--- config.mk ---
export PLATFORM = sky130hd
export DESIGN_NAME = pixel_tone_and_palette_match_flat
export DESIGN_NICKNAME = d
export VERILOG_FILES = /design/src/ptpm_pkg.sv /design/src/ptpm_ifs.sv /design/src/ptpm_ctrl.sv /design/src/ptpm_datapath.sv /design/src/pixel_tone_and_palette_match.sv /design/src/flat_wrapper.sv
export VERILOG_INCLUDE_DIRS = /design/src /design/src/src
export SDC_FILE = /design/constraint.sdc
export NUM_CORES = 2
export LEC_CHECK = 0
export BUFFER_PORTS_ARGS = -buffer_cell sky130_fd_sc_hd__buf_2
export CAP_MARGIN = 25
export CORE_UTILIZATION = 40
export CTS_CLUSTER_SIZE = 28
export DETAILED_ROUTE_END_ITERATION = 6
export SYNTH_ARGS = -nofsm -noshare
export SYNTH_HDL_FRONTEND = slang
export SYNTH_HIERARCHICAL = 1
export SYNTH_SLANG_ARGS = --single-unit
--- constraint.sdc ---
create_clock -name clock -period 4.01 [get_ports clock]
set_input_delay 0.2005 -clock clock [delete_from_list [all_inputs] [get_ports clock]]
set_output_delay 0.2005 -clock clock [all_outputs]
set_load 0.03 [all_outputs]
--- src/pixel_tone_and_palette_match_assert.svh ---
// Assertion macros shared by the palette match block.
`ifndef PIXEL_TONE_AND_PALETTE_MATCH_ASSERT_SVH
`define PIXEL_TONE_AND_PALETTE_MATCH_ASSERT_SVH

// Check that the consequent holds in the same cycle as the antecedent.
`define PTPM_ASSERT_SAME(label, ante, cons) \
   label: assert property (@(posedge clock) disable iff (reset) (ante) |-> (cons)) \
      else $error("ptpm: same-cycle check failed");

// Check that the consequent holds in the cycle after the antecedent.
`define PTPM_ASSERT_NEXT(label, ante, cons) \
   label: assert property (@(posedge clock) disable iff (reset) (ante) |=> (cons)) \
      else $error("ptpm: next-cycle check failed");

`endif

--- src/ptpm_pkg.sv ---
// Types and constants for the pixel tone and palette match block.
package ptpm_pkg;

   localparam int unsigned CHAN_W  = 8;
   localparam int unsigned OP_W    = 2;
   localparam int unsigned TONE_W  = 3;
   localparam int unsigned INDEX_W = 6;

   localparam logic [CHAN_W-1:0] TOL_RESET     = 8'd20;
   localparam logic [CHAN_W-1:0] PURE_MIN      = 8'd128;
   localparam logic [CHAN_W-1:0] PURE_MAX      = 8'd200;
   localparam logic [CHAN_W-1:0] BROWN_MAJ_LO  = 8'd70;
   localparam logic [CHAN_W-1:0] BROWN_MAJ_HI  = 8'd150;
   localparam logic [CHAN_W-1:0] BROWN_MIN_LO  = 8'd50;
   localparam logic [CHAN_W-1:0] BROWN_MIN_HI  = 8'd100;
   localparam logic [CHAN_W-1:0] BROWN_BLUE_HI = 8'd75;

   typedef enum logic [OP_W-1:0] {
      OP_QUERY  = 2'd0,
      OP_APPEND = 2'd1,
      OP_CLEAR  = 2'd2
   } op_type;

   typedef enum logic [TONE_W-1:0] {
      TONE_RED         = 3'd0,
      TONE_GREEN       = 3'd1,
      TONE_RED_BROWN   = 3'd2,
      TONE_GREEN_BROWN = 3'd3,
      TONE_OTHER       = 3'd4
   } tone_type;

   typedef enum logic [1:0] {
      ST_IDLE    = 2'd0,
      ST_SCAN    = 2'd1,
      ST_DELIVER = 2'd2
   } state_type;

   typedef struct packed {
      logic start;
      logic scan;
      logic append;
      logic clear;
      logic deliver;
   } cmd_type;

   typedef struct packed {
      logic empty;
      logic hit;
      logic exhausted;
      logic rsp_free;
   } status_type;

endpackage

--- src/ptpm_ifs.sv ---
// Request and response channel interfaces for the palette match block.
interface ptpm_req_if;
   import ptpm_pkg::*;

   logic              valid;
   logic              ready;
   logic [OP_W-1:0]   operation;
   logic [CHAN_W-1:0] red;
   logic [CHAN_W-1:0] green;
   logic [CHAN_W-1:0] blue;

   modport source (output valid, operation, red, green, blue, input ready);
   modport sink   (input valid, operation, red, green, blue, output ready);
endinterface

interface ptpm_rsp_if;
   import ptpm_pkg::*;

   logic               valid;
   logic               ready;
   logic [TONE_W-1:0]  tone;
   logic               match_found;
   logic [INDEX_W-1:0] match_index;

   modport source (output valid, tone, match_found, match_index, input ready);
   modport sink   (input valid, tone, match_found, match_index, output ready);
endinterface

--- src/ptpm_ctrl.sv ---
// Sequencer for the palette match block: decode, scan control, result hand-off.
module ptpm_ctrl (
   input  logic                          clock,
   input  logic                          reset,
   input  logic                          req_valid,
   input  logic [ptpm_pkg::OP_W-1:0]     req_operation,
   output logic                          req_ready,
   input  ptpm_pkg::status_type          status,
   output ptpm_pkg::cmd_type             cmd
);
   import ptpm_pkg::*;

   state_type state_ff;
   state_type state_in;

   always_ff @(posedge clock) begin
      if (reset) begin
         state_ff <= ST_IDLE;
      end else begin
         state_ff <= state_in;
      end
   end

   always_comb begin
      state_in  = state_ff;
      cmd       = '0;
      req_ready = 1'b0;
      case (state_ff)
         ST_IDLE: begin
            req_ready = 1'b1;
            if (req_valid) begin
               case (req_operation)
                  OP_QUERY: begin
                     // drop a query when nothing is stored
                     if (!status.empty) begin
                        cmd.start = 1'b1;
                        state_in  = ST_SCAN;
                     end
                  end
                  OP_APPEND: begin
                     cmd.append = 1'b1;
                  end
                  OP_CLEAR: begin
                     cmd.clear = 1'b1;
                  end
                  default: begin
                     cmd = '0;
                  end
               endcase
            end
         end
         ST_SCAN: begin
            cmd.scan = 1'b1;
            if (status.hit || status.exhausted) begin
               state_in = ST_DELIVER;
            end
         end
         ST_DELIVER: begin
            if (status.rsp_free) begin
               cmd.deliver = 1'b1;
               state_in    = ST_IDLE;
            end
         end
         default: begin
            state_in = ST_IDLE;
         end
      endcase
   end

endmodule

--- src/ptpm_datapath.sv ---
// Palette store, scan comparator, tone classifier and result register.
module ptpm_datapath #(
   parameter int unsigned PALETTE_DEPTH = 64
) (
   input  logic                            clock,
   input  logic                            reset,
   input  ptpm_pkg::cmd_type               cmd,
   output ptpm_pkg::status_type            status,
   input  logic [ptpm_pkg::CHAN_W-1:0]     req_red,
   input  logic [ptpm_pkg::CHAN_W-1:0]     req_green,
   input  logic [ptpm_pkg::CHAN_W-1:0]     req_blue,
   input  logic                            csr_write_enable,
   input  logic [ptpm_pkg::CHAN_W-1:0]     csr_write_data,
   input  logic                            rsp_ready,
   output logic                            rsp_valid,
   output logic [ptpm_pkg::TONE_W-1:0]     rsp_tone,
   output logic                            rsp_match_found,
   output logic [ptpm_pkg::INDEX_W-1:0]    rsp_match_index
);
   import ptpm_pkg::*;

   localparam int unsigned CW      = $clog2(PALETTE_DEPTH + 1);
   localparam int unsigned AW      = (PALETTE_DEPTH > 1) ? $clog2(PALETTE_DEPTH) : 1;
   localparam int unsigned ENTRY_W = 3 * CHAN_W;
   localparam logic [CW-1:0] FULL_COUNT = CW'(PALETTE_DEPTH);

   function automatic logic near(input logic [CHAN_W-1:0] a,
                                 input logic [CHAN_W-1:0] b,
                                 input logic [CHAN_W-1:0] tol);
      logic [CHAN_W-1:0] diff;
      diff = (a >= b) ? (a - b) : (b - a);
      return diff <= tol;
   endfunction

   function automatic tone_type classify(input logic [CHAN_W-1:0] r,
                                         input logic [CHAN_W-1:0] g,
                                         input logic [CHAN_W-1:0] b);
      tone_type t;
      if (r >= PURE_MIN && g <= PURE_MAX && b <= PURE_MAX && r > g && r > b) begin
         t = TONE_RED;
      end else if (r <= PURE_MAX && g >= PURE_MIN && b <= PURE_MAX && g > r && g > b) begin
         t = TONE_GREEN;
      end else if (r >= BROWN_MAJ_LO && r <= BROWN_MAJ_HI && g >= BROWN_MIN_LO
                   && g <= BROWN_MIN_HI && b <= BROWN_BLUE_HI && r > g && g > b) begin
         t = TONE_RED_BROWN;
      end else if (g >= BROWN_MAJ_LO && g <= BROWN_MAJ_HI && r >= BROWN_MIN_LO
                   && r <= BROWN_MIN_HI && b <= BROWN_BLUE_HI && g > r && r > b) begin
         t = TONE_GREEN_BROWN;
      end else begin
         t = TONE_OTHER;
      end
      return t;
   endfunction

   logic [ENTRY_W-1:0] mem [PALETTE_DEPTH];

   logic [CW-1:0]      count_ff,     count_in;
   logic [CHAN_W-1:0]  tol_ff,       tol_in;
   logic [CHAN_W-1:0]  pix_r_ff,     pix_r_in;
   logic [CHAN_W-1:0]  pix_g_ff,     pix_g_in;
   logic [CHAN_W-1:0]  pix_b_ff,     pix_b_in;
   logic [CW-1:0]      scan_addr_ff, scan_addr_in;
   logic               cmp_valid_ff, cmp_valid_in;
   logic [AW-1:0]      cmp_idx_ff,   cmp_idx_in;
   logic [ENTRY_W-1:0] rd_data_ff;
   logic               found_ff,     found_in;
   logic [AW-1:0]      idx_ff,       idx_in;
   logic               rsp_valid_ff, rsp_valid_in;
   logic [TONE_W-1:0]  tone_ff,      tone_in;
   logic               mfound_ff,    mfound_in;
   logic [INDEX_W-1:0] mindex_ff,    mindex_in;

   logic full;
   logic issue;
   logic hit;

   assign full  = (count_ff == FULL_COUNT);
   assign issue = cmd.scan && (scan_addr_ff < count_ff);
   assign hit   = cmp_valid_ff
                  && near(pix_r_ff, rd_data_ff[3*CHAN_W-1:2*CHAN_W], tol_ff)
                  && near(pix_g_ff, rd_data_ff[2*CHAN_W-1:CHAN_W], tol_ff)
                  && near(pix_b_ff, rd_data_ff[CHAN_W-1:0], tol_ff);

   // memory: one write port for appends, one registered read port for the scan
   always_ff @(posedge clock) begin
      if (cmd.append && !full) begin
         mem[count_ff[AW-1:0]] <= {req_red, req_green, req_blue};
      end
      if (issue) begin
         rd_data_ff <= mem[scan_addr_ff[AW-1:0]];
      end
   end

   always_comb begin
      count_in     = count_ff;
      tol_in       = tol_ff;
      pix_r_in     = pix_r_ff;
      pix_g_in     = pix_g_ff;
      pix_b_in     = pix_b_ff;
      scan_addr_in = scan_addr_ff;
      cmp_valid_in = cmp_valid_ff;
      cmp_idx_in   = cmp_idx_ff;
      found_in     = found_ff;
      idx_in       = idx_ff;
      rsp_valid_in = rsp_valid_ff;
      tone_in      = tone_ff;
      mfound_in    = mfound_ff;
      mindex_in    = mindex_ff;

      if (csr_write_enable) begin
         tol_in = csr_write_data;
      end
      if (cmd.clear) begin
         count_in = '0;
      end else if (cmd.append && !full) begin
         count_in = count_ff + 1'b1;
      end

      if (cmd.start) begin
         pix_r_in     = req_red;
         pix_g_in     = req_green;
         pix_b_in     = req_blue;
         scan_addr_in = '0;
         cmp_valid_in = 1'b0;
         found_in     = 1'b0;
         idx_in       = '0;
      end else if (cmd.scan) begin
         cmp_valid_in = issue;
         if (issue) begin
            cmp_idx_in   = scan_addr_ff[AW-1:0];
            scan_addr_in = scan_addr_ff + 1'b1;
         end
         if (hit) begin
            found_in = 1'b1;
            idx_in   = cmp_idx_ff;
         end
      end

      if (rsp_ready) begin
         rsp_valid_in = 1'b0;
      end
      if (cmd.deliver) begin
         rsp_valid_in = 1'b1;
         tone_in      = classify(pix_r_ff, pix_g_ff, pix_b_ff);
         mfound_in    = found_ff;
         mindex_in    = INDEX_W'(idx_ff);
      end
   end

   always_ff @(posedge clock) begin
      if (reset) begin
         count_ff     <= '0;
         tol_ff       <= TOL_RESET;
         cmp_valid_ff <= 1'b0;
         rsp_valid_ff <= 1'b0;
      end else begin
         count_ff     <= count_in;
         tol_ff       <= tol_in;
         cmp_valid_ff <= cmp_valid_in;
         rsp_valid_ff <= rsp_valid_in;
      end
   end

   always_ff @(posedge clock) begin
      pix_r_ff     <= pix_r_in;
      pix_g_ff     <= pix_g_in;
      pix_b_ff     <= pix_b_in;
      scan_addr_ff <= scan_addr_in;
      cmp_idx_ff   <= cmp_idx_in;
      found_ff     <= found_in;
      idx_ff       <= idx_in;
      tone_ff      <= tone_in;
      mfound_ff    <= mfound_in;
      mindex_ff    <= mindex_in;
   end

   assign status.empty     = (count_ff == '0);
   assign status.hit       = hit;
   assign status.exhausted = !cmp_valid_ff && (scan_addr_ff >= count_ff);
   assign status.rsp_free  = !rsp_valid_ff || rsp_ready;

   assign rsp_valid       = rsp_valid_ff;
   assign rsp_tone        = tone_ff;
   assign rsp_match_found = mfound_ff;
   assign rsp_match_index = mindex_ff;

endmodule

--- src/pixel_tone_and_palette_match.sv ---
// Top level of the pixel tone classifier with palette lookup.
//
//   channel    direction  beat content
//   req_port   in         operation, red, green, blue
//   rsp_port   out        tone, match_found, match_index (queries only)
//   csr_*      in         match_tolerance write, no read-back
//
// An append, clear or dropped beat is taken in the idle state, which the sequencer keeps.
// A query is scanned one registered palette read per cycle, compared in the cycle after
// its read, up to the first hit or the last stored entry; the result then goes to the output
// register, and no further request beat is taken until the result has been loaded there.
// Reset empties the palette and sets the tolerance to 20; palette entries keep
// whatever they held. A finished result waits in the output register; new beats
// are taken meanwhile, but a later query holds in its last step until that slot frees.
`include "pixel_tone_and_palette_match_assert.svh"

module pixel_tone_and_palette_match #(
   parameter int unsigned PALETTE_DEPTH = 64
) (
   input  logic                        clock,
   input  logic                        reset,
   ptpm_req_if.sink                    req_port,
   ptpm_rsp_if.source                  rsp_port,
   input  logic                        csr_write_enable,
   input  logic [ptpm_pkg::CHAN_W-1:0] csr_write_data
);
   import ptpm_pkg::*;

   cmd_type    cmd;
   status_type status;

   // sequencer: takes request beats, walks the scan, hands off the result
   ptpm_ctrl u_ctrl (
      .clock         (clock),
      .reset         (reset),
      .req_valid     (req_port.valid),
      .req_operation (req_port.operation),
      .req_ready     (req_port.ready),
      .status        (status),
      .cmd           (cmd)
   );

   // datapath: palette memory, tolerance compare, tone rules, output register
   ptpm_datapath #(
      .PALETTE_DEPTH (PALETTE_DEPTH)
   ) u_datapath (
      .clock            (clock),
      .reset            (reset),
      .cmd              (cmd),
      .status           (status),
      .req_red          (req_port.red),
      .req_green        (req_port.green),
      .req_blue         (req_port.blue),
      .csr_write_enable (csr_write_enable),
      .csr_write_data   (csr_write_data),
      .rsp_ready        (rsp_port.ready),
      .rsp_valid        (rsp_port.valid),
      .rsp_tone         (rsp_port.tone),
      .rsp_match_found  (rsp_port.match_found),
      .rsp_match_index  (rsp_port.match_index)
   );

   // a result is only loaded into a free output slot
   `PTPM_ASSERT_SAME(a_deliver_into_free_slot, cmd.deliver, status.rsp_free)
   // a started query blocks further request beats until it is delivered
   `PTPM_ASSERT_NEXT(a_scan_blocks_requests, cmd.start, !req_port.ready)
   // the sequencer issues at most one item-level command per cycle
   `PTPM_ASSERT_SAME(a_single_command, 1'b1,
      $onehot0({cmd.start, cmd.append, cmd.clear, cmd.deliver}))

endmodule
--- src/flat_wrapper.sv ---
// flat-port wrapper written by rule: the top's interface ports become plain ports
module pixel_tone_and_palette_match_flat import ptpm_pkg::*;
#(
   parameter int unsigned PALETTE_DEPTH = 64
)
  (clock, reset, csr_write_enable, csr_write_data, req_port_valid, req_port_operation, req_port_red, req_port_green, req_port_blue, req_port_ready, rsp_port_valid, rsp_port_tone, rsp_port_match_found, rsp_port_match_index, rsp_port_ready);
  ptpm_req_if req_port_i ();
  ptpm_rsp_if rsp_port_i ();
  input  logic clock;
  input  logic reset;
  input  logic csr_write_enable;
  input  logic [ptpm_pkg::CHAN_W-1:0] csr_write_data;
  input wire logic [$bits(req_port_i.valid)-1:0] req_port_valid;
  input wire logic [$bits(req_port_i.operation)-1:0] req_port_operation;
  input wire logic [$bits(req_port_i.red)-1:0] req_port_red;
  input wire logic [$bits(req_port_i.green)-1:0] req_port_green;
  input wire logic [$bits(req_port_i.blue)-1:0] req_port_blue;
  output wire logic [$bits(req_port_i.ready)-1:0] req_port_ready;
  output wire logic [$bits(rsp_port_i.valid)-1:0] rsp_port_valid;
  output wire logic [$bits(rsp_port_i.tone)-1:0] rsp_port_tone;
  output wire logic [$bits(rsp_port_i.match_found)-1:0] rsp_port_match_found;
  output wire logic [$bits(rsp_port_i.match_index)-1:0] rsp_port_match_index;
  input wire logic [$bits(rsp_port_i.ready)-1:0] rsp_port_ready;
  assign req_port_i.valid = req_port_valid;
  assign req_port_i.operation = req_port_operation;
  assign req_port_i.red = req_port_red;
  assign req_port_i.green = req_port_green;
  assign req_port_i.blue = req_port_blue;
  assign req_port_ready = req_port_i.ready;
  assign rsp_port_valid = rsp_port_i.valid;
  assign rsp_port_tone = rsp_port_i.tone;
  assign rsp_port_match_found = rsp_port_i.match_found;
  assign rsp_port_match_index = rsp_port_i.match_index;
  assign rsp_port_i.ready = rsp_port_ready;
  pixel_tone_and_palette_match #(.PALETTE_DEPTH(PALETTE_DEPTH)) u_core (.clock(clock), .reset(reset), .req_port(req_port_i), .rsp_port(rsp_port_i), .csr_write_enable(csr_write_enable), .csr_write_data(csr_write_data));
endmodule
---- After elaboration in Yosys (flattened, before gate mapping) ----
Memories as Yosys holds them, arrays and structs flattened. A register that Yosys moved wholly into a read port is not among the register bits.
Index checks and enable logic that the tools add are counted.
storage, ports and cells
  bits in latches ......................... 0
  RAM bits ................................ 1536
  input bits .............................. 39
  memories kept ........................... 1
  logic and storage cells ................. 133
  register bits after elaboration ......... 73
  memory bits (read-only) ................. 0
cells by class
  bitwise gates (word level) .............. 1
  div/mod/pow operators ................... 0
  equality and inequality tests ........... 10
  shift-type cells ........................ 0
  add/subtract/negate cells ............... 8
  multipliers ............................. 0
  multiplexer cells ....................... 27
  $lt $le $gt $ge ......................... 26
  reductions and logical operators ........ 43
memories
  name                   words  bits a word  read ports  clocked after memory_dff  wr ports  RTL line             text
  u_core.u_datapath.mem  64     24           1           1                         1         ptpm_datapath.sv:55  logic [ENTRY_W-1:0] mem [PALETTE_DEPTH];
operators by type and width
  operator                                                                number
  8-bit subtractor                                                        6
  8-bit <= comparator (second input constant)                             5
  8-bit > comparator                                                      4
  1-bit logical AND                                                       26
  8-bit >= comparator                                                     3
  8-bit by 7-bit <= comparator with 1-bit output (second input constant)  3
  8-bit <= comparator                                                     3
  8-bit two-way mux                                                       3
  8-bit by 6-bit >= comparator with 1-bit output (second input constant)  2
  8-bit by 7-bit >= comparator with 1-bit output (second input constant)  2
  8-bit >= comparator (second input constant)                             2
  7-bit by 1-bit adder with 7-bit output (second input constant)          2
  2-bit two-way mux                                                       7
  1-bit two-way mux                                                       12
  7-bit equality test (second input constant)                             1
  7-bit >= comparator                                                     1
  7-bit logical NOT                                                       1
  7-bit < comparator                                                      1
  2-bit != test (second input constant)                                   3
  2-bit case mux with 3 select lines                                      1
  2-bit OR reduction                                                      3
  5-bit two-way mux                                                       1
  5-bit AND reduction                                                     1
  2-bit by 1-bit equality test with 1-bit output (second input constant)  2
  other kinds (12)                                                        20

---- Logic depth before layout (Yosys ltp) ----
  depth in word-level cells ............... 10
  gate-level depth with buffers ........... 19
  depth with buffers taken out ............ 18

---- By module ----
Netlist, hierarchy kept.
by module, submodules not included
  module         times used  area an instance (µm²)  cells an instance
  ptpm_datapath  1           65411.5                 3117
  ptpm_ctrl      1           140.1                   18

---- Worst setup path before layout ----
OpenSTA, ideal clock, no wires.
  path type ............................... register -> register
  start point ............................. register u_core.u_datapath.pix_r_ff[0]
  end point ............................... register u_core.u_datapath.idx_ff[0]
  data required time ...................... 3.938 ns
  path slack .............................. -0.350 ns
  cell stages (with the launch flop) ...... 19
  setup time .............................. 0.072 ns
  path buffers ............................ 1
  arrival ................................. 4.289 ns
  cell sequence ........................... edfxtp_1 > inv_1 > ha_1 > inv_1 > fa_1 > a21o_1 > a2111oi_1 > o21bai_1 > a21oi_2 > mux2i_1 > xor2_1 > ha_1 > and3_1 > a221o_1 > a21oi_1 > nor2_1 > nor4bb_1 > clkbuf_1 > mux2i_1
between the ends
  cells in the longest elaborated chain, start to end .. 7
  elaborated cells between the ends (all ways) .. 9
  classes of those cells .................. add/sub (2); order compare (2); mux (1); reduce/logical (4)
RTL lines
  element                                                  RTL line              text
  start: declaration                                       ptpm_datapath.sv:59   logic [CHAN_W-1:0] pix_r_ff, pix_r_in;
  start signal: assignment                                 ptpm_datapath.sv:165  pix_r_ff <= pix_r_in;
  8-bit subtractor or 8-bit >= comparator (tied branches)  ptpm_datapath.sv:31   diff = (a >= b) ? (a - b) : (b - a);
  8-bit two-way mux *                                      ptpm_datapath.sv:31
  8-bit <= comparator *                                    ptpm_datapath.sv:32   return diff <= tol;
  1-bit logical AND *                                      ptpm_datapath.sv:80   && near(pix_r_ff, rd_data_ff[3*CHAN_W-1:2*CHAN_W], tol_ff)
  1-bit logical AND *                                      ptpm_datapath.sv:81   && near(pix_g_ff, rd_data_ff[2*CHAN_W-1:CHAN_W], tol_ff)
  1-bit logical AND *                                      ptpm_datapath.sv:82   && near(pix_b_ff, rd_data_ff[CHAN_W-1:0], tol_ff);
  2-bit AND reduction (no source line) *                   -
  end signal: assignment                                   ptpm_datapath.sv:171  idx_ff <= idx_in;
  end: declaration                                         ptpm_datapath.sv:67   logic [AW-1:0] idx_ff, idx_in;
Mark *: on every way between the ends. The rest lies on a longest branch, timed or not.
A chain may end at the register's enable or synchronous reset.

---- Worst setup path in the final report ----
  start point ............................. register u_core.u_datapath.pix_r_ff[0]
  end point ............................... register u_core.u_datapath.idx_ff[4]
The elaborated chain is that of the path after synthesis.

==> flow_summary.json <==
{
  "max_freq_mhz": 245,
  "synth_edf_count": 1600,
  "vias": 32800,
  "status": "complete, but fails checks",
  "slew_violations": 0,
  "cts_buffers": 166,
  "cts_tree": "built",
  "syn_nets": 3283,
  "nets": 3630,
  "grt_max_degree": 66,
  "vdd_ir_drop_max_uv": 449,
  "post-place-ws_ns": -0.0938,
  "cts-root-buf": "clkbuf_16",
  "start_util_pct": 40.3,
  "async_flop_share_pct": 0,
  "crit_path_max_incr_delay_ns": 0.39,
  "num_io_pins": 51,
  "placementRows": 148,
  "drtAntennaViolNets": 0,
  "drive_gt1_share_pct": 28.8,
  "path_delay_family": "compound AO/OA/AOI/OAI gates",
  "maxCapViolCount": 0,
  "gp_congestion": 0.843,
  "wl_um": 168000,
  "detail_route.wl_per_cell_um": 28.9,
  "clk_pin_slew_ns": 0.06,
  "die_area_mm2": 0.166,
  "syn_area_mm2": 0.0656,
  "worstSetupPathType": "register to register",
  "p_total_w": 0.0434,
  "slowest_stage": "edfxtp_1",
  "yosysMostFrequentCell": "edfxtp_1",
  "synth_cells": 3135,
  "die_x_um": 407,
  "setup.worst_path.start_class": "register",
  "seq_area_frac_synth_pct": 74.3,
  "clock_sinks": 1633,
  "fin_ws_ns": -0.0736,
  "clk_latency_ns": 0.80,
  "drt-initial-drc-count": 3443,
  "holdCritStartpoint": "req_port_red[2]",
  "die_h_um": 407,
  "syn2layout_area_growth_pct": 15.9,
  "p_leak_nw": 24.3,
  "first_pass_iters": 6,
  "maxSlewHeadroom_pct": 33.8,
  "drcViolationCount": 0,
  "grt_pass1_wl_um": 241000,
  "grt_overflow": 0,
  "synth_top_flop_cell": "edfxtp_1",
  "crit_start": "u_core/u_datapath/pix_r_ff[0]",
  "cts_max_level": 4,
  "path_buf_inv": 4,
  "setup_viol": 7,
  "routed_via_density": 5.65,
  "dp_hpwl_um": 100000,
  "netlist_top_cells_area": "edfxtp_1, mux4_2, ha_1",
  "hold_violations": 0,
  "worst_ep_required_time_ns": 4.71,
  "ys_ff_latch": 1633,
  "worst_setup_path_end_kind": "register",
  "syn_area_per_cell_um2": 20.9,
  "crit_chain": "inv_2 > ha_4 > inv_4 > fa_2 > a21o_1 > a2111oi_4 > o21bai_1 > a21oi_2 > buf_6 > mux2i_2 > xnor2_1 > ha_1 > and3_1 > a221o_1 > a21oi_2 > nor2_1 > nor4bb_4 > buf_6 > mux2i_1",
  "fin_util_pct": 46.7,
  "critPathArrivalTime_ns": 4.78,
  "synth_cell_type_count": 78,
  "cts_max_path_buffers": 3,
  "rsz0062_at_grt": "true",
  "numPortBuffers": 50,
  "power.density_mw_per_mm2": 572,
  "reg2reg_from": "u_core/u_datapath/pix_r_ff[0]",
  "yosysTopAreaCell": "edfxtp_1",
  "min_period_ns": 4.08,
  "yosysTopAreaCellShare_pct": 73.3,
  "violations": "setup timing",
  "period_share_pct": 102,
  "worst_pin_slew_ns": 0.991,
  "hold_path.class": "primary input to register",
  "path_max_fanout": 7,
  "synthTopCellsByCount": "edfxtp_1, mux4_2, nor2_1",
  "coreArea_mm2": 0.163,
  "grt_pass1_vias": 33400,
  "ys_warn_count": 6,
  "antenna_found_initial": 13,
  "track_usage_pct": 20.5,
  "skew_ns": 0.0419
}
==> worst paths after layout <==
kind | endpoint | slack [ns] | depth (start not counted)
setup reg to reg | u_core/u_datapath/idx_ff[4] | -0.07 | 19
setup / recovery | u_core/u_datapath/idx_ff[4] | -0.07 | 19
hold / removal | u_core/u_datapath/mem[13][18] | 0.04 | 1
hold reg to reg | u_core/u_datapath/rsp_match_index[2] | 0.44 | 0
==> what timing repair did <==
item                                    in CTS  in global routing
hold buffers                                39                  1
endpoints found under the setup margin       7                  9
pin swaps                                    2                  2
gates cloned                                 0                  0
gates resized for setup                      4                  7
buffers inserted                             5                  3
hold endpoints to repair                   192                 46
==> layout by cell type, fill, tap and decap left out, drive strengths merged, types with 12 or more instances in the layout <==
master,n
a21o,20
a21oi,75
a22oi,14
buf,284
clkbuf,207
clkinv,78
dfxtp,33
dlygate4sd3,40
edfxtp,1600
ha,103
inv,90
mux2,14
mux2i,99
mux4,422
nand2,45
nand2b,22
nand3,26
nand4,16
nor2,123
nor2b,14
o211ai,12
o21ai,72
o221ai,13
o22ai,19
xnor2,16
==> per-stage QoR <==
step / setup TNS, ns / cells / area [µm²] / hold slack [ns]
after floorplan: -0.0150 / 3135 / 65600 / 0.270
after global placement: -0.380 / 5439 / 70200 / 0.417
after detailed placement: -0.560 / 5442 / 70200 / 0.421
after CTS: -0.414 / 5790 / 75900 / 0.0110
after global routing: -1.96 / 5794 / 76000 / 0.0493
final: -0.406 / 5796 / 76000 / 0.0434
==> logic make-up after synthesis <==
family / synth area share, %
AO/OA/AOI/OAI: 3.03
XOR/XNOR: 0.294
adder cells (fa/ha/maj): 2.15
buffers and inverters: 1.69
flip-flops: 74.3
multiplexers: 16.3
AND/OR/NAND/NOR: 2.28
==> area by class of cell <==
cell class | instances | area (µm²)
Tap cell | 2175 | 2720
Multi-Input combinational cell | 1273 | 16100
Antenna cell | 3 | 7.51
Timing Repair Buffer | 324 | 2880
Fill cell | 13500 | 86800
Sequential cell | 1633 | 48700
Clock buffer | 207 | 4360
Inverter | 84 | 318
Clock inverter | 97 | 830
==> report_power, final <==
group / internal (W) / total [W] / switching, W / leakage (nW)
Combinational: 0.00441 / 0.00956 / 0.00515 / 7.19
Sequential: 0.0188 / 0.0190 / 0.000177 / 14.6
Clock: 0.00833 / 0.0148 / 0.00651 / 2.52
Total: 0.0316 / 0.0434 / 0.0118 / 24.3
==> registers in the layout, summed over array words and instances, names as in the netlist <==
| name | cells |
|---|---|
| u_core/u_datapath/mem | 1536 |
| u_core/u_datapath/rd_data_ff | 24 |
| u_core/u_datapath/pix_b_ff | 8 |
| u_core/u_datapath/pix_g_ff | 8 |
| u_core/u_datapath/pix_r_ff | 8 |
| u_core/u_datapath/tol_ff | 8 |
| u_core/u_datapath/count_ff | 7 |
| u_core/u_datapath/scan_addr_ff | 7 |
| u_core/u_datapath/cmp_idx_ff | 6 |
| u_core/u_datapath/idx_ff | 6 |
| u_core/u_datapath/rsp_match_index | 6 |
| u_core/u_datapath/rsp_tone | 3 |
| u_core/u_ctrl/state_ff | 2 |
| u_core/u_datapath/cmp_valid_ff | 1 |
| u_core/u_datapath/found_ff | 1 |
| u_core/u_datapath/rsp_match_found | 1 |
| u_core/u_datapath/rsp_valid | 1 |
==> per-layer routing <==
layer | track usage, % | routed length (µm) | vias to the layer above
li1 | - | - | 13800
met1 | 28.2 | 70600 | 17600
met5 | 0 | 36 | -
met2 | 33.3 | 81200 | 1168
met4 | 6.11 | 4550 | 4
met3 | 3.87 | 11500 | 247
(Power assumes the default switching activity.)
